### src/design/vap_pkg.sv
package vap_pkg;

  // destination format codes
  localparam logic [3:0] FMT_BYTE4   = 4'd0;
  localparam logic [3:0] FMT_UBYTE4  = 4'd1;
  localparam logic [3:0] FMT_SHORT2  = 4'd2;
  localparam logic [3:0] FMT_USHORT2 = 4'd3;
  localparam logic [3:0] FMT_HALF2   = 4'd4;
  localparam logic [3:0] FMT_HALF4   = 4'd5;
  localparam logic [3:0] FMT_FLOAT1  = 4'd6;
  localparam logic [3:0] FMT_FLOAT4  = 4'd9;
  localparam logic [3:0] FMT_RGB10A2 = 4'd10;

  // status codes
  localparam logic [1:0] ST_OK    = 2'd0;
  localparam logic [1:0] ST_SAT   = 2'd1;
  localparam logic [1:0] ST_UNSUP = 2'd2;

  // register indexes
  localparam logic [2:0] REG_DEST_FORMAT   = 3'd0;
  localparam logic [2:0] REG_SOURCE_DIM    = 3'd1;
  localparam logic [2:0] REG_NORMALIZED    = 3'd2;
  localparam logic [2:0] REG_POSITIVE      = 3'd3;
  localparam logic [2:0] REG_SOURCE_IS_INT = 3'd4;

  localparam int unsigned NUM_LANES = 4;

  // one unit below one in 2^-25 fixed point
  localparam logic signed [43:0] NEG_ONE_LIM = 44'sd33554431;

  typedef struct packed {
    logic [3:0] dest_format;
    logic [2:0] source_dimension;
    logic       normalized_mode;
    logic       positive_range;
    logic       source_is_integer;
  } vap_cfg_t;

  typedef struct packed {
    logic s1;
    logic s2;
    logic s3;
    logic s4;
  } vap_en_t;

  // scaling for float to integer conversion, fixed point values in 2^-25 units
  typedef struct packed {
    logic [15:0] mult;
    logic [5:0]  lead;
    logic        halve;
    logic [43:0] offset;
    logic [15:0] max_val;
    logic [43:0] sat_lim;
  } vap_scale_t;

  function automatic vap_scale_t scale_of(vap_cfg_t c);
    vap_scale_t s;
    s.mult    = 16'd1;
    s.lead    = 6'd23;
    s.halve   = 1'b0;
    s.offset  = 44'd0;
    s.max_val = 16'd255;
    s.sat_lim = (44'd1 << 33) - 44'd256;
    if (c.dest_format <= FMT_UBYTE4) begin
      if (c.normalized_mode) begin
        s.mult = 16'd255;
        s.lead = 6'd30;
        if (!c.positive_range) begin
          s.halve  = 1'b1;
          s.offset = 44'd255 << 24;
        end
      end
    end else if (c.dest_format <= FMT_USHORT2) begin
      s.max_val = 16'd65535;
      s.sat_lim = (44'd1 << 41) - 44'd65536;
      if (c.normalized_mode) begin
        s.mult   = 16'd65535;
        s.lead   = 6'd38;
        s.halve  = 1'b1;
        s.offset = 44'd65535 << 24;
      end
    end else if (c.dest_format == FMT_RGB10A2) begin
      s.mult    = 16'd1023;
      s.lead    = 6'd32;
      s.max_val = 16'd1023;
      s.sat_lim = (44'd1 << 35) - 44'd1024;
    end
    return s;
  endfunction

  // formats that saturate
  function automatic logic is_conv(logic [3:0] fmt);
    return (fmt <= FMT_USHORT2) || (fmt == FMT_RGB10A2);
  endfunction

  // components in the destination
  function automatic logic [2:0] dest_dim(logic [3:0] fmt);
    logic [2:0] d;
    if (fmt <= FMT_UBYTE4) d = 3'd4;
    else if (fmt <= FMT_HALF2) d = 3'd2;
    else if (fmt == FMT_HALF4) d = 3'd4;
    else if (fmt <= FMT_FLOAT4) d = 3'(fmt - FMT_HALF4);
    else d = 3'd3;
    return d;
  endfunction

  // single to half, round to nearest even
  function automatic logic [15:0] to_half(logic [31:0] b);
    logic        sgn;
    logic [7:0]  e;
    logic [22:0] m;
    logic [23:0] mm;
    logic [4:0]  sh;
    logic [23:0] msk;
    logic [23:0] rem;
    logic [23:0] hv;
    logic [15:0] hm;
    logic [9:0]  nfrac;
    logic [15:0] res;
    sgn   = b[31];
    e     = b[30:23];
    m     = b[22:0];
    mm    = {1'b1, m};
    hm    = 16'd0;
    sh    = 5'd0;
    msk   = 24'd0;
    rem   = 24'd0;
    hv    = 24'd0;
    nfrac = (m != 23'd0) ? (10'h200 | m[22:13]) : 10'd0;
    if (e == 8'hFF) begin
      res = {sgn, 5'h1F, nfrac};
    end else if (e >= 8'd143) begin
      res = {sgn, 15'h7C00};
    end else if (e <= 8'd112) begin
      if (e < 8'd102) begin
        res = {sgn, 15'd0};
      end else begin
        sh  = 5'(8'd126 - e);
        msk = (24'd1 << sh) - 24'd1;
        rem = mm & msk;
        hv  = 24'd1 << (sh - 5'd1);
        hm  = 16'(mm >> sh);
        if ((rem > hv) || ((rem == hv) && hm[0])) hm = hm + 16'd1;
        res = {sgn, 15'd0} | hm;
      end
    end else begin
      hm = {1'b0, 5'(e - 8'd112), m[22:13]};
      if ((m[12:0] > 13'h1000) || ((m[12:0] == 13'h1000) && hm[0])) hm = hm + 16'd1;
      res = {sgn, 15'd0} | hm;
    end
    return res;
  endfunction

endpackage

### src/design/vap_lane.sv
module vap_lane (
  input  logic              clk,
  input  vap_pkg::vap_en_t  en,
  input  vap_pkg::vap_cfg_t cfg,
  input  logic [31:0]       comp,
  output logic [31:0]       res,
  output logic              sat
);

  vap_pkg::vap_scale_t sc;
  assign sc = vap_pkg::scale_of(cfg);

  // ---------------- stage 1: decode, mantissa multiply, half, int magnitude
  logic [23:0] s1_mant;
  logic [39:0] s1_prod_nxt;
  logic [31:0] s1_mag_nxt;
  logic [4:0]  s1_lz_nxt;

  logic [39:0] s1_prod_r;
  logic [7:0]  s1_exp_r;
  logic        s1_sgn_r;
  logic        s1_nan_r;
  logic        s1_inf_r;
  logic        s1_tiny_r;
  logic [15:0] s1_half_r;
  logic [31:0] s1_raw_r;
  logic [31:0] s1_mag_r;
  logic [4:0]  s1_lz_r;

  assign s1_mant     = {1'b1, comp[22:0]};
  assign s1_prod_nxt = {16'd0, s1_mant} * {24'd0, sc.mult};
  assign s1_mag_nxt  = comp[31] ? (32'd0 - comp) : comp;

  // leading zero count of the integer magnitude
  always_comb begin
    s1_lz_nxt = 5'd0;
    for (int i = 0; i < 32; i++) begin
      if (s1_mag_nxt[i]) s1_lz_nxt = 5'(31 - i);
    end
  end

  always_ff @(posedge clk) begin
    if (en.s1) begin
      s1_prod_r <= s1_prod_nxt;
      s1_exp_r  <= comp[30:23];
      s1_sgn_r  <= comp[31];
      s1_nan_r  <= (comp[30:23] == 8'hFF) && (comp[22:0] != 23'd0);
      s1_inf_r  <= (comp[30:23] == 8'hFF) && (comp[22:0] == 23'd0);
      s1_tiny_r <= (comp[30:23] == 8'd0);
      s1_half_r <= vap_pkg::to_half(comp);
      s1_raw_r  <= comp;
      s1_mag_r  <= s1_mag_nxt;
      s1_lz_r   <= s1_lz_nxt;
    end
  end

  // ---------------- stage 2: round product to single, int normalize
  logic [5:0]        s2_lead;
  logic [5:0]        s2_lead_hi;
  logic [4:0]        s2_sh;
  logic [23:0]       s2_pre;
  logic [39:0]       s2_rmask;
  logic [39:0]       s2_rem;
  logic [39:0]       s2_hv;
  logic              s2_up;
  logic [24:0]       s2_sum;
  logic              s2_ovf;
  logic [23:0]       s2_mant_nxt;
  logic signed [9:0] s2_ep_nxt;

  logic [23:0]       s2_mant_r;
  logic signed [9:0] s2_ep_r;
  logic              s2_sgn_r;
  logic              s2_nan_r;
  logic              s2_huge_r;
  logic              s2_small_r;
  logic [15:0]       s2_half_r;
  logic [31:0]       s2_raw_r;
  logic [31:0]       s2_norm_r;
  logic [4:0]        s2_lz_r;

  assign s2_lead_hi  = sc.lead + 6'd1;
  assign s2_lead     = s1_prod_r[s2_lead_hi] ? s2_lead_hi : sc.lead;
  assign s2_sh       = 5'(s2_lead - 6'd23);
  assign s2_pre      = 24'(s1_prod_r >> s2_sh);
  assign s2_rmask    = (40'd1 << s2_sh) - 40'd1;
  assign s2_rem      = s1_prod_r & s2_rmask;
  assign s2_hv       = (s2_sh == 5'd0) ? 40'd0 : (40'd1 << (s2_sh - 5'd1));
  assign s2_up       = (s2_sh != 5'd0) &&
                       ((s2_rem > s2_hv) || ((s2_rem == s2_hv) && s2_pre[0]));
  assign s2_sum      = {1'b0, s2_pre} + 25'(s2_up);
  assign s2_ovf      = s2_sum[24];
  assign s2_mant_nxt = s2_ovf ? 24'h800000 : s2_sum[23:0];
  assign s2_ep_nxt   = $signed(10'({2'b0, s1_exp_r}) + 10'({4'b0, s2_lead}) + 10'(s2_ovf)
                       - 10'd150 - 10'(sc.halve));

  always_ff @(posedge clk) begin
    if (en.s2) begin
      s2_mant_r  <= s2_mant_nxt;
      s2_ep_r    <= s2_ep_nxt;
      s2_sgn_r   <= s1_sgn_r;
      s2_nan_r   <= s1_nan_r;
      s2_huge_r  <= s1_inf_r || (!s1_tiny_r && !s1_nan_r && (s2_ep_nxt >= 10'sd17));
      s2_small_r <= s1_tiny_r || (s2_ep_nxt < -10'sd30);
      s2_half_r  <= s1_half_r;
      s2_raw_r   <= s1_raw_r;
      s2_norm_r  <= s1_mag_r << s1_lz_r;
      s2_lz_r    <= s1_lz_r;
    end
  end

  // ---------------- stage 3: align to fixed point and add offset, int rounding
  logic signed [9:0]  s3_t;
  logic [69:0]        s3_shifted;
  logic [41:0]        s3_a;
  logic               s3_st;
  logic signed [43:0] s3_val_nxt;
  logic [24:0]        s3_m25;
  logic               s3_iup;
  logic [7:0]         s3_iexp;
  logic [31:0]        s3_flt_nxt;

  logic signed [43:0] s3_val_r;
  logic               s3_st_r;
  logic               s3_sgn_r;
  logic               s3_nan_r;
  logic               s3_huge_r;
  logic [15:0]        s3_half_r;
  logic [31:0]        s3_raw_r;
  logic [31:0]        s3_flt_r;

  assign s3_t       = s2_ep_r + 10'sd30;
  assign s3_shifted = {46'd0, s2_mant_r} << s3_t[5:0];
  assign s3_a       = s2_small_r ? 42'd0 : s3_shifted[69:28];
  assign s3_st      = !s2_small_r && (s3_shifted[27:0] != 28'd0);
  assign s3_val_nxt = s2_sgn_r ?
                      $signed(sc.offset - {2'b0, s3_a} - 44'(s3_st)) :
                      $signed(sc.offset + {2'b0, s3_a});

  assign s3_iup     = s2_norm_r[7] && ((s2_norm_r[6:0] != 7'd0) || s2_norm_r[8]);
  assign s3_m25     = {1'b0, s2_norm_r[31:8]} + 25'(s3_iup);
  assign s3_iexp    = 8'(8'd158 - {3'd0, s2_lz_r}) + 8'(s3_m25[24]);
  assign s3_flt_nxt = (s2_norm_r == 32'd0) ? 32'd0 :
                      {s2_raw_r[31], s3_iexp, (s3_m25[24] ? 23'd0 : s3_m25[22:0])};

  always_ff @(posedge clk) begin
    if (en.s3) begin
      s3_val_r  <= s3_val_nxt;
      s3_st_r   <= s3_st && s2_sgn_r;
      s3_sgn_r  <= s2_sgn_r;
      s3_nan_r  <= s2_nan_r;
      s3_huge_r <= s2_huge_r;
      s3_half_r <= s2_half_r;
      s3_raw_r  <= s2_raw_r;
      s3_flt_r  <= s3_flt_nxt;
    end
  end

  // ---------------- stage 4: round to single, truncate, saturate, select
  logic signed [43:0] s4_neg;
  logic               s4_has_msb;
  logic [4:0]         s4_tt;
  logic               s4_ones;
  logic [15:0]        s4_val;
  logic               s4_sat;
  logic [31:0]        s4_res_nxt;

  logic [31:0]        s4_res_r;
  logic               s4_sat_r;

  assign s4_neg = s3_val_r + vap_pkg::NEG_ONE_LIM;

  // position of the leading one above one half
  always_comb begin
    s4_has_msb = 1'b0;
    s4_tt      = 5'd0;
    for (int i = 24; i < 42; i++) begin
      if (s3_val_r[i]) begin
        s4_has_msb = 1'b1;
        s4_tt      = 5'(i - 24);
      end
    end
  end

  // fraction bits at and above the rounding point all set
  always_comb begin
    s4_ones = s4_has_msb;
    for (int i = 0; i < 25; i++) begin
      if ((5'(i) >= s4_tt) && !s3_val_r[i]) s4_ones = 1'b0;
    end
  end

  always_comb begin
    s4_val = 16'd0;
    s4_sat = 1'b0;
    if (s3_nan_r) begin
      s4_sat = 1'b1;
    end else if (s3_huge_r) begin
      s4_sat = 1'b1;
      s4_val = s3_sgn_r ? 16'd0 : sc.max_val;
    end else if (s3_val_r < 44'sd0) begin
      s4_sat = (s4_neg < 44'sd0) || ((s4_neg == 44'sd0) && !s3_st_r);
    end else if ($unsigned(s3_val_r) >= sc.sat_lim) begin
      s4_sat = 1'b1;
      s4_val = sc.max_val;
    end else begin
      s4_val = s3_val_r[40:25] + 16'(s4_ones);
    end
  end

  // per format result of this component
  always_comb begin
    if (cfg.source_is_integer) begin
      if (cfg.dest_format <= vap_pkg::FMT_UBYTE4) s4_res_nxt = {24'd0, s3_raw_r[7:0]};
      else s4_res_nxt = s3_flt_r;
    end else if (cfg.dest_format <= vap_pkg::FMT_UBYTE4) begin
      s4_res_nxt = {24'd0, s4_val[7:0]};
    end else if (cfg.dest_format <= vap_pkg::FMT_USHORT2) begin
      s4_res_nxt = {16'd0, s4_val};
    end else if (cfg.dest_format <= vap_pkg::FMT_HALF4) begin
      s4_res_nxt = {16'd0, s3_half_r};
    end else if (cfg.dest_format <= vap_pkg::FMT_FLOAT4) begin
      s4_res_nxt = s3_raw_r;
    end else begin
      s4_res_nxt = {22'd0, s4_val[9:0]};
    end
  end

  always_ff @(posedge clk) begin
    if (en.s4) begin
      s4_res_r <= s4_res_nxt;
      s4_sat_r <= s4_sat && !cfg.source_is_integer && vap_pkg::is_conv(cfg.dest_format);
    end
  end

  assign res = s4_res_r;
  assign sat = s4_sat_r;

endmodule

### config.mk
export PLATFORM = sky130hd
export DESIGN_NAME = vap_lane
export DESIGN_NICKNAME = d
export VERILOG_FILES = /design/src/design/vap_pkg.sv /design/src/design/vap_lane.sv
export SDC_FILE = /design/constraint.sdc
export NUM_CORES = 2
export LEC_CHECK = 0
export ABC_AREA = 1
export BUFFER_PORTS_ARGS = -buffer_cell sky130_fd_sc_hd__buf_2
export CAP_MARGIN = 20
export CORE_MARGIN = 2
export CORE_UTILIZATION = 30
export CTS_BUF_LIST = sky130_fd_sc_hd__clkbuf_4
export DETAILED_ROUTE_END_ITERATION = 12
export PLACE_DENSITY = 0.43
export SYNTH_ARGS = -nofsm -noshare
export SYNTH_HDL_FRONTEND = slang
export SYNTH_SLANG_ARGS = --single-unit
### constraint.sdc
create_clock -name clk -period 15.6 [get_ports clk]
set_input_delay 1.56 -clock clk [delete_from_list [all_inputs] [get_ports clk]]
set_output_delay 1.56 -clock clk [all_outputs]
set_load 0.05 [all_outputs]
Word level (Yosys, flattened, before mapping)
Index checks and enable logic that the tools add are counted.
- ROM bits: 0
- RAM bits: 0
- flip-flop bits (word level): 417
- output and inout bits: 33
- memories kept: 0
- word-level logic and storage cells: 351
- input port bits: 47
- bits in latches: 0
- order comparisons: 41
- multiplexer cells: 139
- shifts and indexed selects: 8
- div/mod/pow operators: 0
- reduce and logical (&&, ||, !) cells: 92
- eq/ne operators: 5
- bitwise logic cells: 4
- $add $sub $neg: 25
- multipliers: 1
- operators by type and width (cell ; number):
    2-to-1 mux 16 bit ; 21
    2-to-1 mux 32 bit ; 7
    2-to-1 mux 5 bit ; 32
    2-to-1 mux 67 bit ; 2
    2-to-1 mux 60 bit ; 2
    2-to-1 mux 45 bit ; 2
    less-than comparator 44 x 1 -> 1 bit (second input constant) ; 2
    << shifter 1 x 5 -> 40 bit (first input constant) ; 2
    << shifter 24 x 6 -> 70 bit ; 1
    2-to-1 mux 59 bit ; 1
    2-to-1 mux 54 bit ; 1
    adder 24 x 1 -> 25 bit ; 2
    2-to-1 mux 1 bit ; 50
    << shifter 1 x 5 -> 24 bit (first input constant) ; 2
    greater-or-equal comparator 5 bit (first input constant) ; 9
    adder 44 x 26 -> 44 bit (second input constant) ; 1
    adder 44 x 42 -> 44 bit ; 1
    greater-or-equal comparator 44 bit ; 1
    logical NOT 44 bit ; 1
    2-to-1 mux 44 bit ; 1
    subtractor 44 x 1 -> 44 bit ; 1
    subtractor 44 x 42 -> 44 bit ; 1
    2-to-1 mux 42 bit ; 1
    bitwise AND 40 bit ; 1
    68 further kinds ; 170

Longest topological paths before layout
- depth in word-level cells: 54
- gate-level depth with buffers: 69
- mapped depth without buffers: 63

Least setup slack after synthesis
OpenSTA, ideal clock, no wires.
- path kind: input-to-reg
- from: input port cfg[7] in the netlist's numbering
- to: register s2_huge_r (data pin)
- data required time: 15346 ps
- slack: 5020 ps
- stages: 67
- arrival time: 10326 ps
- cells stage by stage: buf_2 -> nand2_1 -> inv_2 -> nand2_2 -> nand2_4 -> buf_6 -> buf_2 -> inv_1 -> ha_1 -> clkbuf_1 -> clkinv_1 -> nand3_1 -> nand2_1 -> nor2_1 -> nor2_1 -> a21oi_4 -> nand2_4 -> nand2_1 -> [31 not listed] -> ha_1 -> nand2_1 -> inv_1 -> nand4_1 -> nor3_1 -> fa_1 -> ha_1 -> inv_1 -> fa_1 -> o21ai_0 -> a21oi_1 -> inv_1 -> a21oi_1 -> xor2_1 -> nand2_1 -> nor3b_1 -> o21ai_0 -> a21o_1
- word-level cells in the longest chain between the ends: 23
- elaborated cells between the ends (all ways): 34
- ends and longest elaborated chain (item ; RTL line ; RTL):
    start: declaration ; vap_lane.sv:4 ; input vap_pkg::vap_cfg_t cfg,
    parallel branches: the longest is 3 deep, another holds less-or-equal comparator 4 x 2 -> 1 bit ; -- ;
    2-to-1 mux 67 bit (*) ; vap_pkg.sv:64 ; if (c.dest_format <= FMT_UBYTE4) begin
    adder 6 x 1 -> 6 bit ; vap_lane.sv:82 ; assign s2_lead_hi = sc.lead + 6'd1;
    binary-select mux 1 bit (select 6 bit) ; vap_lane.sv:83 ; assign s2_lead = s1_prod_r[s2_lead_hi] ? s2_lead_hi : sc.lead;
    2-to-1 mux 1 bit (not written as such) ; vap_lane.sv:83 ;
    2-to-1 mux 6 bit (*) ; vap_lane.sv:83 ;
    subtractor 5 bit (*) ; vap_lane.sv:84 ; assign s2_sh = 5'(s2_lead - 6'd23);
    parallel branches: the longest is 7 deep, another holds subtractor 40 x 1 -> 40 bit ; -- ;
    adder 24 x 1 -> 25 bit (*) ; vap_lane.sv:91 ; assign s2_sum = {1'b0, s2_pre} + 25'(s2_up);
    named net s2_sum[24] ; vap_lane.sv:66 ; logic [24:0] s2_sum;
    adder 9 x 1 -> 10 bit (*) ; vap_lane.sv:94 ; assign s2_ep_nxt = $signed(10'({2'b0, s1_exp_r}) + 10'({4'b0, s2_lead}) + 10'(s2_ovf)
    subtractor 10 x 8 -> 10 bit (*) ; vap_lane.sv:95 ; - 10'd150 - 10'(sc.halve));
    subtractor 10 x 1 -> 10 bit (*) ; vap_lane.sv:95 ;
    greater-or-equal comparator 10 x 6 -> 1 bit (*) ; vap_lane.sv:103 ; s2_huge_r <= s1_inf_r || (!s1_tiny_r && !s1_nan_r && (s2_ep_nxt >= 10'sd17));
    logical AND 1 bit (*) ; vap_lane.sv:103 ;
    logical OR 1 bit (*) ; vap_lane.sv:103 ;
    end signal: assignment ; vap_lane.sv:103 ;
    end: declaration ; vap_lane.sv:75 ; logic s2_huge_r;
Mark *: on every way through the listed nets, which the timed path passes. The select of a mux whose other input is x is not followed.
A chain may end at the register's enable or synchronous reset.

Worst setup path in the final report
- from: input port cfg[8] in the netlist's numbering
- to: register s2_huge_r (data pin)
Same word-level chain as after synthesis.

==> reports/metrics.cfg <==
[timing]
max_slew_margin_pct = 28.7
rsz0062_at_grt = no
fin_tns_setup_ns = 0
worst_slack_ns = 2.73
skew_ns = 0.0604
maxSlewViolCount = 0
period_minus_slack_ns = 12.87
fmax_mhz = 77.7
whs_ns = 0.386
setup_viol = 0
fin_crit_sh_pct = 82.5
hold_viol = 0
tightest_slew_ns = 1.06

[run_status]
outcome = finished, final reports clean

[synth]
netlist_top_cells_count = 1314 x nand2_1, 788 x inv_1, 600 x nor2_1
avgSynthCellArea_um2 = 7.52
synth_area_leaders = edfxtp_1 28%, fa_1 12%, nand2_1 11%, ha_1 8.6%, inv_1 6.9%
ys.flop_type = edfxtp_1
syn-instance-count = 5709
yosysTopAreaCellShare_pct = 28.3
seq_area_frac_synth_pct = 28.3
synth_cell_type_count = 66
synth_warnings = 0
ys_seq_elements = 404
syn_area_um2 = 42900
synth.most_common_cell = nand2_1
synthArstFlopShare_pct = 0
synth-edff-count = 404
synth_top_cell_by_area = edfxtp_1

[cts]
cts_tree = yes
htree_levels = 3
cts_setup_buffers = 0
cts_buffer_depth = 3
clk_pin_slew_ns = 0.06
numCtsBuffers = 113
clkSinkCount = 404
clk_latency_ns = 0.96
cts-root-buf = clkbuf_4
cts_hold_buf = 0
post_cts_resized = 0

[placed_design]
hpwl_mm = 123
pre_cts_ws_ns = 1.80
gp_congestion = 0.895
io_buffers = 76
dp_cells = 7539

[routing]
route.detailed.drc = 0
routed_wl_mm = 152
avgRoutedWirePerCell_um = 19.6
drt_iter0_drc = 2997
postRouteAntennaNets = 0
drtPass1Iterations = 6
routed_via_density = 4.99
vias = 38600

[die]
ios = 80
core-area_um2 = 142000
num_rows = 138
die_area_um2 = 146000
die_w_um = 382
die_h_um = 382
start_util_pct = 30.3

[worst_setup_path]
slowest_delay_ns = 0.55
critPathArrivalTime_ns = 13.54
cpMostUsedCell = nor2_1
critPathLaunchType = primary input
worstPathRequired_ns = 16.27
cp-end-kind = flop
critPathMaxFanout = 44
cpMaxStageDelayCell = nor2_4
crit_type = in2reg

[finish]
drive_gt1_share_pct = 6.08
area_delta_synth_final_pct = 8.58
fill_cells = 15500
fin_cells = 7738
final_nets = 6374
fin_util_pct = 32.9

[grt]
antenna_found_initial = 7
grt_pass1_vias = 38000
grt_pass1_wl_mm = 231
grtUsageTotal_pct = 20.6
grt_max_degree = 74
grt_overflow_total = 0

[power]
leakage_nw = 21.4
ir_worst_vdd_v = 0.000159
powerDensity_nw_per_um2 = 198

[job]
drv_cap = 0

[min_path]
hold_path.class = reg2reg

## through the flow
stage               power [mW]  area [um2]
floorplan                 6.33       42900
global placement          8.23       45200
detailed placement        8.23       45200
CTS                       9.25       46600
global route              10.2       46600
finish                    9.21       46600
## cell usage in the layout, fill, tap and decap left out, types with 6 or more instances in the layout
master     Yosys  layout
o21bai_1       8       8
nor2_1       600     599
buf_2         21      73
o21ai_0      419     419
nand4_1       59      59
buf_4          8      38
fa_1         266     266
xor2_1       118     117
nor3b_1       10      10
o31ai_1       24      24
or2_2         23      23
o21a_1        11      11
clkbuf_4       0     157
mux2i_1       21      21
o32ai_1       13      13
a211oi_1       9       9
inv_1        788     788
o2111ai_1      9       9
o211ai_1      28      28
o221ai_1       7       7
edfxtp_1     404     404
nand2_4        6       6
ha_1         295     295
xnor2_1       43      42
nand3_1      453     453
nor3_1       100     100
nand2_2        8       8
o22ai_1       28      28
nor4_1        27      26
clkinv_1      22      44
inv_2          7       7
nor2_2        14      15
diode_2        0       6
a31oi_1       38      38
nand3b_1      12      12
a21oi_1      289     289
nand2_1     1314    1314
o21ai_1       11      11
## cell type report
| cell class | count | area (um2) | area share, % |
|---|---|---|---|
| Antenna cell | 6 | 15.0 | 0.0322 |
| Clock buffer | 157 | 1180 | 2.53 |
| Clock inverter | 34 | 224 | 0.480 |
| Inverter | 818 | 3070 | 6.59 |
| Multi-Input combinational cell | 4315 | 27000 | 57.8 |
| Sequential cell | 404 | 12100 | 26.0 |
| Tap cell | 1890 | 2360 | 5.07 |
| Timing Repair Buffer | 114 | 678 | 1.45 |
## layer usage
layer | wire length, um | GRT usage, %
met1 | 72000 | 29.2
met2 | 68400 | 33.0
met3 | 7860 | 2.62
met4 | 3470 | 5.24
met5 | 0 | 0
## power breakdown
| part | internal, mW | switching (mW) | total [mW] |
|---|---|---|---|
| clock | 0.497 | 0.474 | 0.970 |
| combinational | 2.06 | 4.35 | 6.41 |
| sequential | 1.58 | 0.253 | 1.84 |
## critical path, delay by kind of cell
kind            cells  cell delay, ns
fa+ha+maj           9            2.62
xor+xnor            1            0.18
simple gates       33            5.99
buf+inv            12            1.89
compound gates      8            1.25
## flip-flops by register name, indices dropped and copies added, names as in the netlist, 24 cells and up
register and count:
s2_mant_r 24, res 32, s2_norm_r 32, s1_prod_r 40, s3_raw_r 31, s2_raw_r 31
s3_flt_r 32, s1_mag_r 31, s3_val_r 44
## worst paths after layout
kind,startpoint,depth (start not counted),endpoint,slack (ns)
worst max-delay path,cfg[8],63,s2_huge_r,2.73
worst min-delay path,s2_half_r[3],0,s3_half_r[3],0.39
worst max register to register,s1_prod_r[0],57,s2_huge_r,5.02
worst min register to register,s2_half_r[3],0,s3_half_r[3],0.39
## cell families (layout without fill, tap and decap cells)
logic type,count (synthesis),count (layout),share of synthesized area (%)
XOR/XNOR,161,161,3.28
flip-flops,404,404,28.3
other,1,10,0.00873
AO/OA/AOI/OAI,922,922,11.9
adder cells (fa/ha/maj),561,561,21.0
buffers and inverters,993,1123,9.05
AND/OR/NAND/NOR,2646,2646,26.0
multiplexers,21,21,0.490
Note: power is estimated with default switching activity, not from simulation.
