--- config.mk ---
export PLATFORM = sky130hd
export DESIGN_NAME = vap_merge
export DESIGN_NICKNAME = d
export VERILOG_FILES = /design/src/design/vap_pkg.sv /design/src/design/vap_merge.sv
export SDC_FILE = /design/constraint.sdc
export NUM_CORES = 1
export LEC_CHECK = 0
export ABC_CLOCK_PERIOD_IN_PS = 8490
export BUFFER_PORTS_ARGS = -buffer_cell sky130_fd_sc_hd__buf_2
export CORE_AREA = 2 2 108 110
export DETAILED_ROUTE_END_ITERATION = 7
export DIE_AREA = 0 0 110 112
export SYNTH_ARGS = -nofsm -noshare
export SYNTH_HDL_FRONTEND = slang
export SYNTH_SLANG_ARGS = --single-unit
--- constraint.sdc ---
create_clock -name vclk -period 8.49
set_input_delay 1.698 -clock vclk [all_inputs]
set_output_delay 1.698 -clock vclk [all_outputs]
set_load 0.02 [all_outputs]
--- src/design/vap_pkg.sv ---
package vap_pkg;

  // destination format codes
  localparam logic [3:0] FMT_BYTE4   = 4'd0;
  localparam logic [3:0] FMT_UBYTE4  = 4'd1;
  localparam logic [3:0] FMT_SHORT2  = 4'd2;
  localparam logic [3:0] FMT_USHORT2 = 4'd3;
  localparam logic [3:0] FMT_HALF2   = 4'd4;
  localparam logic [3:0] FMT_HALF4   = 4'd5;
  localparam logic [3:0] FMT_FLOAT1  = 4'd6;
  localparam logic [3:0] FMT_FLOAT4  = 4'd9;
  localparam logic [3:0] FMT_RGB10A2 = 4'd10;

  // status codes
  localparam logic [1:0] ST_OK    = 2'd0;
  localparam logic [1:0] ST_SAT   = 2'd1;
  localparam logic [1:0] ST_UNSUP = 2'd2;

  // register indexes
  localparam logic [2:0] REG_DEST_FORMAT   = 3'd0;
  localparam logic [2:0] REG_SOURCE_DIM    = 3'd1;
  localparam logic [2:0] REG_NORMALIZED    = 3'd2;
  localparam logic [2:0] REG_POSITIVE      = 3'd3;
  localparam logic [2:0] REG_SOURCE_IS_INT = 3'd4;

  localparam int unsigned NUM_LANES = 4;

  // one unit below one in 2^-25 fixed point
  localparam logic signed [43:0] NEG_ONE_LIM = 44'sd33554431;

  typedef struct packed {
    logic [3:0] dest_format;
    logic [2:0] source_dimension;
    logic       normalized_mode;
    logic       positive_range;
    logic       source_is_integer;
  } vap_cfg_t;

  typedef struct packed {
    logic s1;
    logic s2;
    logic s3;
    logic s4;
  } vap_en_t;

  // scaling for float to integer conversion, fixed point values in 2^-25 units
  typedef struct packed {
    logic [15:0] mult;
    logic [5:0]  lead;
    logic        halve;
    logic [43:0] offset;
    logic [15:0] max_val;
    logic [43:0] sat_lim;
  } vap_scale_t;

  function automatic vap_scale_t scale_of(vap_cfg_t c);
    vap_scale_t s;
    s.mult    = 16'd1;
    s.lead    = 6'd23;
    s.halve   = 1'b0;
    s.offset  = 44'd0;
    s.max_val = 16'd255;
    s.sat_lim = (44'd1 << 33) - 44'd256;
    if (c.dest_format <= FMT_UBYTE4) begin
      if (c.normalized_mode) begin
        s.mult = 16'd255;
        s.lead = 6'd30;
        if (!c.positive_range) begin
          s.halve  = 1'b1;
          s.offset = 44'd255 << 24;
        end
      end
    end else if (c.dest_format <= FMT_USHORT2) begin
      s.max_val = 16'd65535;
      s.sat_lim = (44'd1 << 41) - 44'd65536;
      if (c.normalized_mode) begin
        s.mult   = 16'd65535;
        s.lead   = 6'd38;
        s.halve  = 1'b1;
        s.offset = 44'd65535 << 24;
      end
    end else if (c.dest_format == FMT_RGB10A2) begin
      s.mult    = 16'd1023;
      s.lead    = 6'd32;
      s.max_val = 16'd1023;
      s.sat_lim = (44'd1 << 35) - 44'd1024;
    end
    return s;
  endfunction

  // formats that saturate
  function automatic logic is_conv(logic [3:0] fmt);
    return (fmt <= FMT_USHORT2) || (fmt == FMT_RGB10A2);
  endfunction

  // components in the destination
  function automatic logic [2:0] dest_dim(logic [3:0] fmt);
    logic [2:0] d;
    if (fmt <= FMT_UBYTE4) d = 3'd4;
    else if (fmt <= FMT_HALF2) d = 3'd2;
    else if (fmt == FMT_HALF4) d = 3'd4;
    else if (fmt <= FMT_FLOAT4) d = 3'(fmt - FMT_HALF4);
    else d = 3'd3;
    return d;
  endfunction

  // single to half, round to nearest even
  function automatic logic [15:0] to_half(logic [31:0] b);
    logic        sgn;
    logic [7:0]  e;
    logic [22:0] m;
    logic [23:0] mm;
    logic [4:0]  sh;
    logic [23:0] msk;
    logic [23:0] rem;
    logic [23:0] hv;
    logic [15:0] hm;
    logic [9:0]  nfrac;
    logic [15:0] res;
    sgn   = b[31];
    e     = b[30:23];
    m     = b[22:0];
    mm    = {1'b1, m};
    hm    = 16'd0;
    sh    = 5'd0;
    msk   = 24'd0;
    rem   = 24'd0;
    hv    = 24'd0;
    nfrac = (m != 23'd0) ? (10'h200 | m[22:13]) : 10'd0;
    if (e == 8'hFF) begin
      res = {sgn, 5'h1F, nfrac};
    end else if (e >= 8'd143) begin
      res = {sgn, 15'h7C00};
    end else if (e <= 8'd112) begin
      if (e < 8'd102) begin
        res = {sgn, 15'd0};
      end else begin
        sh  = 5'(8'd126 - e);
        msk = (24'd1 << sh) - 24'd1;
        rem = mm & msk;
        hv  = 24'd1 << (sh - 5'd1);
        hm  = 16'(mm >> sh);
        if ((rem > hv) || ((rem == hv) && hm[0])) hm = hm + 16'd1;
        res = {sgn, 15'd0} | hm;
      end
    end else begin
      hm = {1'b0, 5'(e - 8'd112), m[22:13]};
      if ((m[12:0] > 13'h1000) || ((m[12:0] == 13'h1000) && hm[0])) hm = hm + 16'd1;
      res = {sgn, 15'd0} | hm;
    end
    return res;
  endfunction

endpackage

--- src/design/vap_merge.sv ---
module vap_merge (
  input  vap_pkg::vap_cfg_t cfg,
  input  logic [3:0][31:0]  lane_res,
  input  logic [3:0]        lane_sat,
  output logic [3:0][31:0]  words,
  output logic [4:0]        bytes_written,
  output logic [1:0]        status
);

  logic [2:0] ddim;
  logic [2:0] n;
  logic [3:0] lane_on;
  logic       bad;
  logic       any_sat;
  logic [3:0] fmt;

  assign fmt  = cfg.dest_format;
  assign ddim = vap_pkg::dest_dim(fmt);
  assign n    = (cfg.source_dimension < ddim) ? cfg.source_dimension : ddim;

  // lanes that write a component
  always_comb begin
    for (int i = 0; i < 4; i++) lane_on[i] = (3'(i) < n);
  end

  assign bad = (fmt > vap_pkg::FMT_RGB10A2) ||
               (cfg.source_is_integer &&
                !((fmt <= vap_pkg::FMT_UBYTE4) ||
                  ((fmt >= vap_pkg::FMT_FLOAT1) && (fmt <= vap_pkg::FMT_FLOAT4))));
  assign any_sat = |(lane_sat & lane_on);

  // pack lane results into the destination layout
  always_comb begin
    words         = '0;
    bytes_written = 5'd0;
    if (!bad) begin
      if (fmt <= vap_pkg::FMT_UBYTE4) begin
        for (int i = 0; i < 4; i++) begin
          if (lane_on[i]) words[0][8*i +: 8] = lane_res[i][7:0];
        end
        bytes_written = {2'b0, n};
      end else if (fmt <= vap_pkg::FMT_HALF4) begin
        for (int i = 0; i < 4; i++) begin
          if (lane_on[i]) words[i/2][16*(i%2) +: 16] = lane_res[i][15:0];
        end
        bytes_written = {1'b0, n, 1'b0};
      end else if (fmt <= vap_pkg::FMT_FLOAT4) begin
        for (int i = 0; i < 4; i++) begin
          if (lane_on[i]) words[i] = lane_res[i];
        end
        bytes_written = {n, 2'b0};
      end else begin
        for (int i = 0; i < 3; i++) begin
          if (lane_on[i]) words[0][10*i +: 10] = lane_res[i][9:0];
        end
        bytes_written = 5'd4;
      end
    end
  end

  assign status = bad ? vap_pkg::ST_UNSUP : (any_sat ? vap_pkg::ST_SAT : vap_pkg::ST_OK);

endmodule

Yosys cells after proc, flatten, opt, wreduce, memory -nomap -nowiden

Index checks and enable logic that the tools add are counted.

Input bits: 142
Output and inout bits: 135
Register bits: 0

Order comparisons: 11
Equal/unequal tests: 1
Multiplexer cells: 33
Bitwise logic cells: 1
$add $sub $neg: 1
Reduce and logical (&&, ||, !) cells: 6

Operator list:

| operator                                                                         | count |
|---|---|
| 32-bit 2-to-1 mux                                                                | 5 |
| 128-bit 2-to-1 mux                                                               | 1 |
| 64-bit 2-to-1 mux                                                                | 2 |
| 98-bit 2-to-1 mux                                                                | 1 |
| 96-bit 2-to-1 mux                                                                | 1 |
| 16-bit 2-to-1 mux                                                                | 4 |
| 8-bit 2-to-1 mux                                                                 | 4 |
| 10-bit 2-to-1 mux                                                                | 3 |
| 30-bit 2-to-1 mux                                                                | 1 |
| 5-bit 2-to-1 mux                                                                 | 4 |
| 3-bit 2-to-1 mux                                                                 | 5 |
| 4-bit by 3-bit less-or-equal comparator with 1-bit output, second input constant | 2 |
| 1-bit by 3-bit less-than comparator with 1-bit output, first input constant      | 2 |
| 2-bit by 3-bit less-than comparator with 1-bit output, first input constant      | 2 |
| 4-bit bitwise AND                                                                | 1 |
| 4-bit by 3-bit equality test with 1-bit output, second input constant            | 1 |
| 4-bit by 3-bit >= comparator with 1-bit output, second input constant            | 1 |
| 4-bit > comparator, second input constant                                        | 1 |
| 4-bit by 1-bit less-or-equal comparator with 1-bit output, second input constant | 1 |
| 4-bit less-or-equal comparator, second input constant                            | 1 |
| 4-bit OR reduction                                                               | 1 |
| 3-bit less-than comparator                                                       | 1 |
| 3-bit subtractor, second input constant                                          | 1 |
| 1-bit logical AND                                                                | 2 |
| other kinds (4)                                                                  | 5 |

Longest topological paths before layout

Gate-level depths: netlist (run 1).

Depth after elaboration: 13
Mapped depth: 14
Gate-level depth less buffers: 13

Least setup slack after synthesis (run 1)

OpenSTA, ideal clock, no wires.

Kind: input to output
Start: input cfg[9] (netlist name)
End: output words[20] (netlist name)
Stages on the path: 13
Path slack: 1.954 ns
Arrival time: 4.838 ns
Cell sequence: clkbuf_1 -> clkbuf_1 -> buf_1 -> nor2_1 -> or2_2 -> ha_1 -> nor2b_1 -> nor3_1 -> a21oi_2 -> mux2_4 -> buf_2 -> o211ai_1 -> a211oi_1

RTL lines:

| item               | RTL line       | RTL |
|---|---|---|
| start: declaration | vap_merge.sv:2 | `input vap_pkg::vap_cfg_t cfg,` |
| end: declaration   | vap_merge.sv:5 | `output logic [3:0][31:0] words,` |

==> results by group, run 1 <==
Cells and area
  – Nets: 759
  – P&R area growth vs syn: 61.5%
  – Layout cells sized above 1: 0.479
  – Ant diodes: 0
  – Sequential cells: 0
  – Register Area: 0 µm²
  – Util after Layout: 0.335
  – Final Non-Filler Cells: 753
  – Clkbuf count: 0
  – Finished Cell Area: 3740 µm²

Logic synthesis
  – Top post-synthesis cells by area: and3_1 (12%), and2_1 (8.9%), a32o_1 (8.2%), nand2_1 (6.2%), a22o_1 (6.0%)
  – Warnings, synthesis: 0
  – Net Count, Synth: 515
  – Count leader, synth: and3_1
  – Synth cell count leaders: and3_1 (45), nand2_1 (38), and2_1 (33)
  – Seq/Total Area, Yosys: 0
  – Synth area leader: and3_1
  – Mean Syn Cell Area: 6.30 µm²
  – Syn Inst Count: 368
  – Synth top area share: 0.121
  – Mapped Area: 2320 µm²
  – Synth cell types: 51

Critical path
  – Max stage delay on crit path: 0.71 ns
  – Critical path's most frequent cell: buf_2
  – CP Data Arrival Time: 5.44 ns
  – Crit start category: input pin
  – Slowest library cell on the worst path: o31ai_1
  – Critical path class: in -> out
  – Crit end category: primary output
  – Worst-path fanout max: 26
  – Critical-path cell list: buf_2, inv_1, nand2_1, a21oi_1, or2_2, ha_2, nor2b_1, nor3_1, a21oi_2, mux2_4, o31ai_1, a311oi_1, buf_2
  – Worst EP required: 6.79 ns

Clocking
  – Cts repair resizes: 0
  – Cts hold-fix bufs: 0
  – Post-CTS Setup Repair Bufs: 0

STA
  – Final Critical Period: 7.14 ns
  – Max-Slew Margin vs Limit: 0.309
  – Setup-failing EPs final: 0
  – Final TNS setup: 0 ns
  – Period utilization: 0.841
  – Fmax: 140 MHz
  – Hold Fails Final Rpt: 0
  – Slew @ Worst Pin: 1.03 ns
  – Final Max Slew Viols: 0
  – RSZ-0062 raised after global routing: no

Outcome
  – Status: finished, final reports clean

Placement
  – Cell Area, Placed: 3740 µm²
  – Final Wtd Congestion: 0.838
  – Post-detail-place hpwl: 10.6 mm
  – Placed Instances: 753
  – # port buffers: 275

Drt
  – Final WL: 13.2 mm
  – Drt first pass iters: 5
  – DR vias: 3895
  – 1st-iter DRT viols: 392
  – Mean routed wirelength per cell: 17.5 µm
  – DRC viols: 0
  – DRT antenna net count: 0
  – Vias/cell: 5.17

Flow run
  – Max_cap viols: 0

Floorplanning
  – Die area: 12300 µm²
  – Die Ht: 112 µm
  – Initial Utilization: 0.207
  – Ports: 277
  – Cell Rows: 39
  – Core footprint: 11200 µm²
  – Die span in x: 110 µm

Power and ir drop
  – VDD IR max: 31.6 µV
  – Leak Pwr: 2.20 nW
  – Power density over cell area: 68.3 nW/µm²

Global route
  – GRT Total Usage: 0.192
  – Global-route wire length before repair: 18.8 mm
  – Total gr overflow: 0
  – Initial antenna violation count: 0
  – Largest net degree at the start of global routing: 42
  – Vias in the first global route: 3275

Hold path
  – Min-Delay Path Class: in -> out
[per-stage QoR]
step                      setup slack [ns]  hold slack (ns)  power (mW)
after floorplan                       1.95             3.58       0.154
after global placement                1.41             3.71       0.254
after detailed placement              1.42             3.71       0.254
after CTS                             1.41             3.72       0.255
after global routing                  1.06             3.74       0.277
final                                 1.35             3.71       0.256
[power by group]
part,internal [mW],switching (mW)
logic,0.0938,0.162
clock network,0,0
registers,0,0
[worst max-delay path: cells and delay by family]
family | cells | cell delay, ns
adder cells (fa/ha/maj) | 1 | 0.36
AO/OA/AOI/OAI | 4 | 1.04
multiplexers | 1 | 0.41
buffers and inverters | 3 | 0.96
AND/OR/NAND/NOR | 4 | 0.96
[kinds of logic after synthesis]
family	Yosys count	synth area share
adder cells (fa/ha/maj)	5	0.0270
buffers and inverters	48	0.0939
AO/OA/AOI/OAI	138	0.467
multiplexers	1	0.00648
AND/OR/NAND/NOR	176	0.406
[area by class of cell]
cell class	instances	area [µm²]
multi-input cells	320	2110
repair buffers	281	1420
well taps	143	179
fillers	1282	7430
inverters	9	33.8
[cell usage in the layout, fill, tap and decap left out, types with 7 or more instances in the layout]
master | Yosys | routed
a21oi_1 | 19 | 19
nand2_1 | 38 | 38
a311oi_1 | 7 | 7
inv_1 | 9 | 9
o21ai_0 | 11 | 11
nor2_1 | 23 | 23
o31ai_1 | 7 | 7
a22o_1 | 16 | 16
buf_2 | 6 | 275
and2_1 | 33 | 33
o211ai_1 | 14 | 14
nor3_1 | 8 | 8
nand3_1 | 9 | 9
and3_1 | 45 | 45
nand2b_1 | 8 | 8
a32o_1 | 19 | 19
[routing by layer]
layer	part of all wire	track usage	wire length [µm]	vias up
met5	0	0	0	-
met1	0.44	0.277	5770	1791
met2	0.48	0.324	6360	192
met3	0.074	0.0123	974	10
li1	-	-	-	1902
met4	0.0070	0.0127	93	0
[worst paths after layout]
check                  endpoint    startpoint  depth (start not counted)  slack, ns
worst max-delay path  words[13]        cfg[9]                         13       1.35
worst min-delay path  words[80]  lane_res[80]                          3       3.71
No activity file was read; power rests on OpenSTA's default activity.
==> run 2: changes to the inputs <==
--- a/config.mk
+++ b/config.mk
@@ -5,11 +5,12 @@
 export SDC_FILE = /design/constraint.sdc
 export NUM_CORES = 1
 export LEC_CHECK = 0
-export ABC_CLOCK_PERIOD_IN_PS = 8490
+export ABC_AREA = 1
+export ABC_CLOCK_PERIOD_IN_PS = 5880
 export BUFFER_PORTS_ARGS = -buffer_cell sky130_fd_sc_hd__buf_2
-export CORE_AREA = 2 2 108 110
+export CORE_AREA = 2 2 107 109
 export DETAILED_ROUTE_END_ITERATION = 7
-export DIE_AREA = 0 0 110 112
+export DIE_AREA = 0 0 109 111
 export SYNTH_ARGS = -nofsm -noshare
 export SYNTH_HDL_FRONTEND = slang
 export SYNTH_SLANG_ARGS = --single-unit
==> constraint.sdc (replaced) <==
create_clock -name vclk -period 5.88
set_input_delay 1.176 -clock vclk [all_inputs]
set_output_delay 1.176 -clock vclk [all_outputs]
set_load 0.02 [all_outputs]
==> results by group, run 2 <==
Critical path
  – Worst EP required: 4.70 ns (-2.09 ns)
  – Crit start category: input pin
  – Critical-path cell list: buf_2, inv_1, ha_1, o21ai_2, nor2_2, inv_2, buf_4, nand2_1, ha_1, a21oi_1, nand3_2, nand3_2, buf_4, nand2_1, inv_2, nand2_1, nand2_1, nand2_1, a21oi_1, buf_2
  – Critical path's most frequent cell: nand2_1
  – Slowest library cell on the worst path: a21oi_1
  – Total stage count of the critical path: 20 (+7)
  – Crit end category: primary output
  – Critical path class: in -> out
  – Worst-path fanout max: 30 (+15%)
  – Buf/Inv on CP: 7 (+4)
  – Max stage delay on crit path: 0.37 ns (-0.34 ns)
  – CP Launch Point: cfg[7]
  – CP Data Arrival Time: 4.25 ns (-1.19 ns)
  – Worst Setup EP: words[18]
  – Top delay family on crit path: buffers and inverters

Logic synthesis
  – Syn Inst Count: 548 (+49%)
  – Top post-synthesis cells by area: nand2_1 (23%), nor2_1 (13%), nand3_1 (11%), a21oi_1 (11%), inv_1 (10%)
  – Synth cell count leaders: nand2_1 (149), nor2_1 (85), inv_1 (66)
  – Mux cell area share after synthesis: 0 (-0.00648)
  – Synth cell types: 28 (-45%)
  – Count leader, synth: nand2_1
  – Mean Syn Cell Area: 4.53 µm² (-28%)
  – Synth Area in Simple Gates: 0.590 (+0.184)
  – Seq/Total Area, Yosys: 0 (unchanged)
  – Synth Area in Adders: 0.0252 (-0.00182)
  – Mapped Area: 2480 µm² (+7.2%)
  – Net Count, Synth: 695 (+35%)
  – Largest family of logic cells by synthesized area: simple AND/OR/NAND/NOR gates
  – Synth Area in XOR/XNOR: 0 (unchanged)
  – Complex-gate fraction of the synthesized area: 0.182 (-0.284)
  – Synth top area share: 0.225 (+0.104)
  – Synth area leader: nand2_1
  – Warnings, synthesis: 0 (unchanged)

Cells and area
  – Ant diodes: 0 (unchanged)
  – Register Area: 0 µm² (unchanged)
  – P&R area growth vs syn: 59.7%
  – Final Non-Filler Cells: 941 (+25%)
  – Fillers: 1357 (+5.9%)
  – Nets: 947 (+25%)
  – Most frequent cells in the layout: buf_2 (275), nand2_1 (148), nor2_1 (84)
  – Commonest non-fill, non-tap cell in the layout: buf_2
  – Layout cells sized above 1: 0.405 (-0.0739)
  – Sequential cells: 0 (unchanged)
  – Clkbuf count: 0 (unchanged)

Placement
  – # port buffers: 275 (unchanged)
  – Post-detail-place hpwl: 11.2 mm (+5.3%)
  – Placed Instances: 941 (+25%)
  – Final Wtd Congestion: 0.891 (+6.3%)

Drt
  – DR vias: 4467 (+15%)
  – Met3 routed WL: 1.18 mm (+21%)
  – DRC viols: 0 (unchanged)
  – Vias/cell: 4.75 (-8.2%)
  – Mean routed wirelength per cell: 14.9 µm (-15%)
  – Final WL: 14.0 mm (+6.0%)
  – WL met1: 5.97 mm (+3.5%)
  – Highest routed layer: met4
  – DRT antenna net count: 0 (unchanged)
  – 1st-iter DRT viols: 328 (-16%)
  – Drt first pass iters: 6 (+1)
  – Met2 routed WL: 6.75 mm (+6.1%)

Global route
  – Initial antenna violation count: 0 (unchanged)
  – Vias in the first global route: 3843 (+17%)
  – GRT Total Usage: 0.214 (+0.0225)
  – Global-route wire length before repair: 20.8 mm (+11%)
  – Largest net degree at the start of global routing: 52 (+24%)
  – Total gr overflow: 0 (unchanged)

STA
  – Slew @ Worst Pin: 0.583 ns (-0.448 ns)
  – Setup-failing EPs final: 0 (unchanged)
  – Hold Fails Final Rpt: 0 (unchanged)
  – Fmax: 184 MHz
  – Period utilization: 0.922
  – Final Critical Period: 5.42 ns
  – Final TNS setup: 0 ns (unchanged)
  – Max-Slew Margin vs Limit: 0.601 (+0.292)
  – RSZ-0062 raised after global routing: no
  – Final Max Slew Viols: 0 (unchanged)

Power and ir drop
  – VDD IR max: 45.8 µV (+45%)
  – Power density over cell area: 114 nW/µm² (+67%)
  – Leak Pwr: 2.57 nW (+17%)

Clocking
  – Cts hold-fix bufs: 0 (unchanged)
  – Post-CTS Setup Repair Bufs: 0 (unchanged)
  – Cts repair resizes: 0 (unchanged)

Floorplanning
  – Cell Rows: 39 (unchanged)
  – Die area: 12100 µm² (-1.8%)
  – Ports: 277 (unchanged)
  – Die span in x: 109 µm (-0.91%)
  – Die Ht: 111 µm (-0.89%)
  – Initial Utilization: 0.224 (+0.0170)
  – Core footprint: 11100 µm² (-0.87%)

Hold path
  – Hold depth: 4 (+1)
  – Min-Delay Path Class: in -> out

Flow run
  – Max_cap viols: 0 (unchanged)

Outcome
  – Status: finished, final reports clean
-- run 2: cell types whose count changed in the layout (fill, tap and decap cells not counted), moves of 17 or more --
cell	change
a21oi_1	+36
a32o_1	-19
and2_1	-33
and3_1	-45
inv_1	+57
nand2_1	+110
nand3_1	+47
nand4_1	+17
nor2_1	+61
-- run 2: per-stage QoR --
step / power, mW / setup slack, ns / hold slack [ns] / utilization / instance area [µm²]
after detailed placement: 0.453 / 0.335 / 2.66 / 0.358 / 3970
after floorplan: 0.290 / 0.582 / 2.47 / - / 2480
after global routing: 0.500 / 0.131 / 2.67 / 0.358 / 3970
after CTS: 0.455 / 0.323 / 2.66 / 0.358 / 3970
after global placement: 0.453 / 0.439 / 2.66 / 0.358 / 3970
final: 0.453 / 0.456 / 2.66 / 0.358 / 3970
-- run 2: layout make-up --
cell class,instances,area (µm²),share of cell area
Timing Repair Buffer,292,1500,0.379
Inverter,79,299,0.0753
Tap cell,143,179,0.0451
Multi-Input combinational cell,427,1990,0.501
-- run 2: how the worst min path moves through the flow --
stage                   from          to
2_1_floorplan  lane_res[112]  words[112]
3_3_place_gp   lane_res[112]  words[112]
3_5_place_dp   lane_res[113]  words[113]
4_1_cts        lane_res[113]  words[113]
5_1_grt        lane_res[112]  words[112]
6_report       lane_res[113]  words[113]
-- run 2: metal layers --
layer	GRT usage	up-vias
met5	0	-
met1	0.282	1969
li1	-	2254
met2	0.387	234
met3	0.0229	10
met4	0.0154	0
-- run 2: cell families after synthesis --
| family | Yosys count |
|---|---|
| and+or+nand+nor | 335 |
| adders and majority gates | 5 |
| buffers and inverters | 121 |
| AOI/OAI and AO/OA | 87 |
-- run 2: where the power goes --
| part | leakage [nW] | switching [mW] | total (mW) | internal [mW] |
|---|---|---|---|---|
| Sequential | 0 | 0 | 0 | 0 |
| Clock | 0 | 0 | 0 | 0 |
| Combinational | 2.57 | 0.306 | 0.453 | 0.146 |
| Total | 2.57 | 0.306 | 0.453 | 0.146 |
==> run 3: changes to the inputs <==
--- a/config.mk
+++ b/config.mk
@@ -11,6 +11,7 @@
 export CORE_AREA = 2 2 107 109
 export DETAILED_ROUTE_END_ITERATION = 7
 export DIE_AREA = 0 0 109 111
+export REMOVE_ABC_BUFFERS = 1
 export SYNTH_ARGS = -nofsm -noshare
 export SYNTH_HDL_FRONTEND = slang
 export SYNTH_SLANG_ARGS = --single-unit
==> results by group, run 3 (synthesis gave the netlist of run 2 again) <==
Flow run
  – Max_cap viols: 0 (unchanged)

Global route
  – GRT Total Usage: 0.207 (-0.00709)
  – Global-route wire length before repair: 20.3 mm (-2.5%)
  – Initial antenna violation count: 0 (unchanged)
  – Largest net degree at the start of global routing: 52 (unchanged)
  – Total gr overflow: 0 (unchanged)
  – Vias in the first global route: 4107 (+6.9%)

STA
  – RSZ-0062 raised after global routing: no
  – Setup-failing EPs final: 0 (unchanged)
  – Hold Fails Final Rpt: 0 (unchanged)
  – Final setup margin: 0.455 ns (-0.00159 ns)
  – Fmax: 184 MHz (about the same)
  – Hold slack final: 2.66 ns (-0.000430 ns)
  – Final Max Slew Viols: 0 (unchanged)
  – Final Critical Period: 5.43 ns (+0.00159 ns)
  – Max-Slew Margin vs Limit: 0.462 (-0.140)
  – Final TNS setup: 0 ns (unchanged)
  – Slew @ Worst Pin: 0.806 ns (+0.223 ns)
  – Period utilization: 0.923 (about the same)

Outcome
  – Status: finished, final reports clean

Critical path
  – Critical path class: in -> out
  – Crit end category: primary output
  – Worst-path fanout max: 26 (-13%)
  – Crit start category: input pin
  – CP Data Arrival Time: 4.25 ns (about the same)
  – Worst EP required: 4.70 ns (about the same)

Drt
  – Drt first pass iters: 5 (-1)
  – Vias/cell: 4.71 (-0.85%)
  – 1st-iter DRT viols: 382 (+16%)
  – DRC viols: 0 (unchanged)
  – Mean routed wirelength per cell: 14.4 µm (-3.3%)
  – Final WL: 13.5 mm (-3.8%)
  – DRT antenna net count: 0 (unchanged)
  – DR vias: 4410 (-1.3%)

Clocking
  – Post-CTS Setup Repair Bufs: 0 (unchanged)
  – Cts repair resizes: 0 (unchanged)
  – Cts hold-fix bufs: 0 (unchanged)

Cells and area
  – Commonest non-fill, non-tap cell in the layout: buf_2
  – Util after Layout: 0.355 (-0.00294)
  – Most frequent cells in the layout: buf_2 (275), nand2_1 (149), nor2_1 (84)
  – Register Area: 0 µm² (unchanged)
  – Finished Cell Area: 3940 µm² (-0.82%)
  – Layout cells sized above 1: 0.401 (-0.00426)
  – Ant diodes: 0 (unchanged)
  – Sequential cells: 0 (unchanged)
  – P&R area growth vs syn: 58.4%
  – Clkbuf count: 0 (unchanged)
  – Nets: 943 (-0.42%)
  – Final Non-Filler Cells: 937 (-0.43%)

Placement
  – Placed Instances: 937 (-0.43%)
  – # port buffers: 275 (unchanged)
  – Post-detail-place hpwl: 10.1 mm (-10%)
  – Setup Slack @ Placement: 0.423 ns (+0.0885 ns)
  – Final Wtd Congestion: 0.839 (-5.8%)
  – Cell Area, Placed: 3940 µm² (-0.76%)

Floorplanning
  – Cell Rows: 39 (unchanged)
  – Core footprint: 11100 µm² (unchanged)
  – Die area: 12100 µm² (unchanged)
  – Ports: 277 (unchanged)
  – Initial Utilization: 0.224 (unchanged)
  – Die Ht: 111 µm (unchanged)
  – Die span in x: 109 µm (unchanged)

Power and ir drop
  – VDD IR max: 39.9 µV (-13%)
  – Power density over cell area: 113 nW/µm² (-0.53%)
  – Leak Pwr: 2.56 nW (-0.72%)
  – Pwr Total: 0.446 mW (-1.3%)

Hold path
  – Min-Delay Path Class: in -> out
## run 3: cell count changes in the layout (fill, tap and decap cells not counted)
| cell | previous run | this run |
|---|---|---|
| nand2_1 | 148 | 149 |
| nand2_2 | 6 | 5 |
| buf_4 | 17 | 13 |
## run 3: final timing paths
check          from         to  slack [ns]  cells past startpoint
min    lane_res[81]  words[81]        2.66                      4
max          cfg[7]   words[1]        0.45                     16
## run 3: per-layer routing
metal  up-vias  global-route usage  wire, µm
met5         -                   0         0
met2       206               0.379      6570
li1       2255                   -         -
met1      1937               0.262      5850
met4         0              0.0299       140
met3        12              0.0212       908
## run 3: critical path, cell delays in order
cell	delay [ns]
buf_2	0.09
inv_1	0.05
ha_1	0.22
o21ai_2	0.23
nor2_2	0.07
inv_2	0.07
nand2_1	0.07
ha_1	0.30
inv_1	0.04
a21oi_1	0.37
nand3b_1	0.12
nand2_1	0.17
nand3_2	0.56
inv_1	0.45
nor2_1	0.10
buf_2	0.17
## run 3: report_power, final
part,switching [mW],total [mW],internal (mW)
clock,0,0,0
sequential,0,0,0
combinational,0.304,0.446,0.143
total,0.304,0.446,0.143
## run 3: layout make-up
| type | instances | area [µm²] |
|---|---|---|
| Tap cell | 143 | 179 |
| Inverter | 79 | 299 |
| Multi-Input combinational cell | 427 | 1980 |
| Fill cell | 1318 | 7140 |
| Timing Repair Buffer | 288 | 1470 |
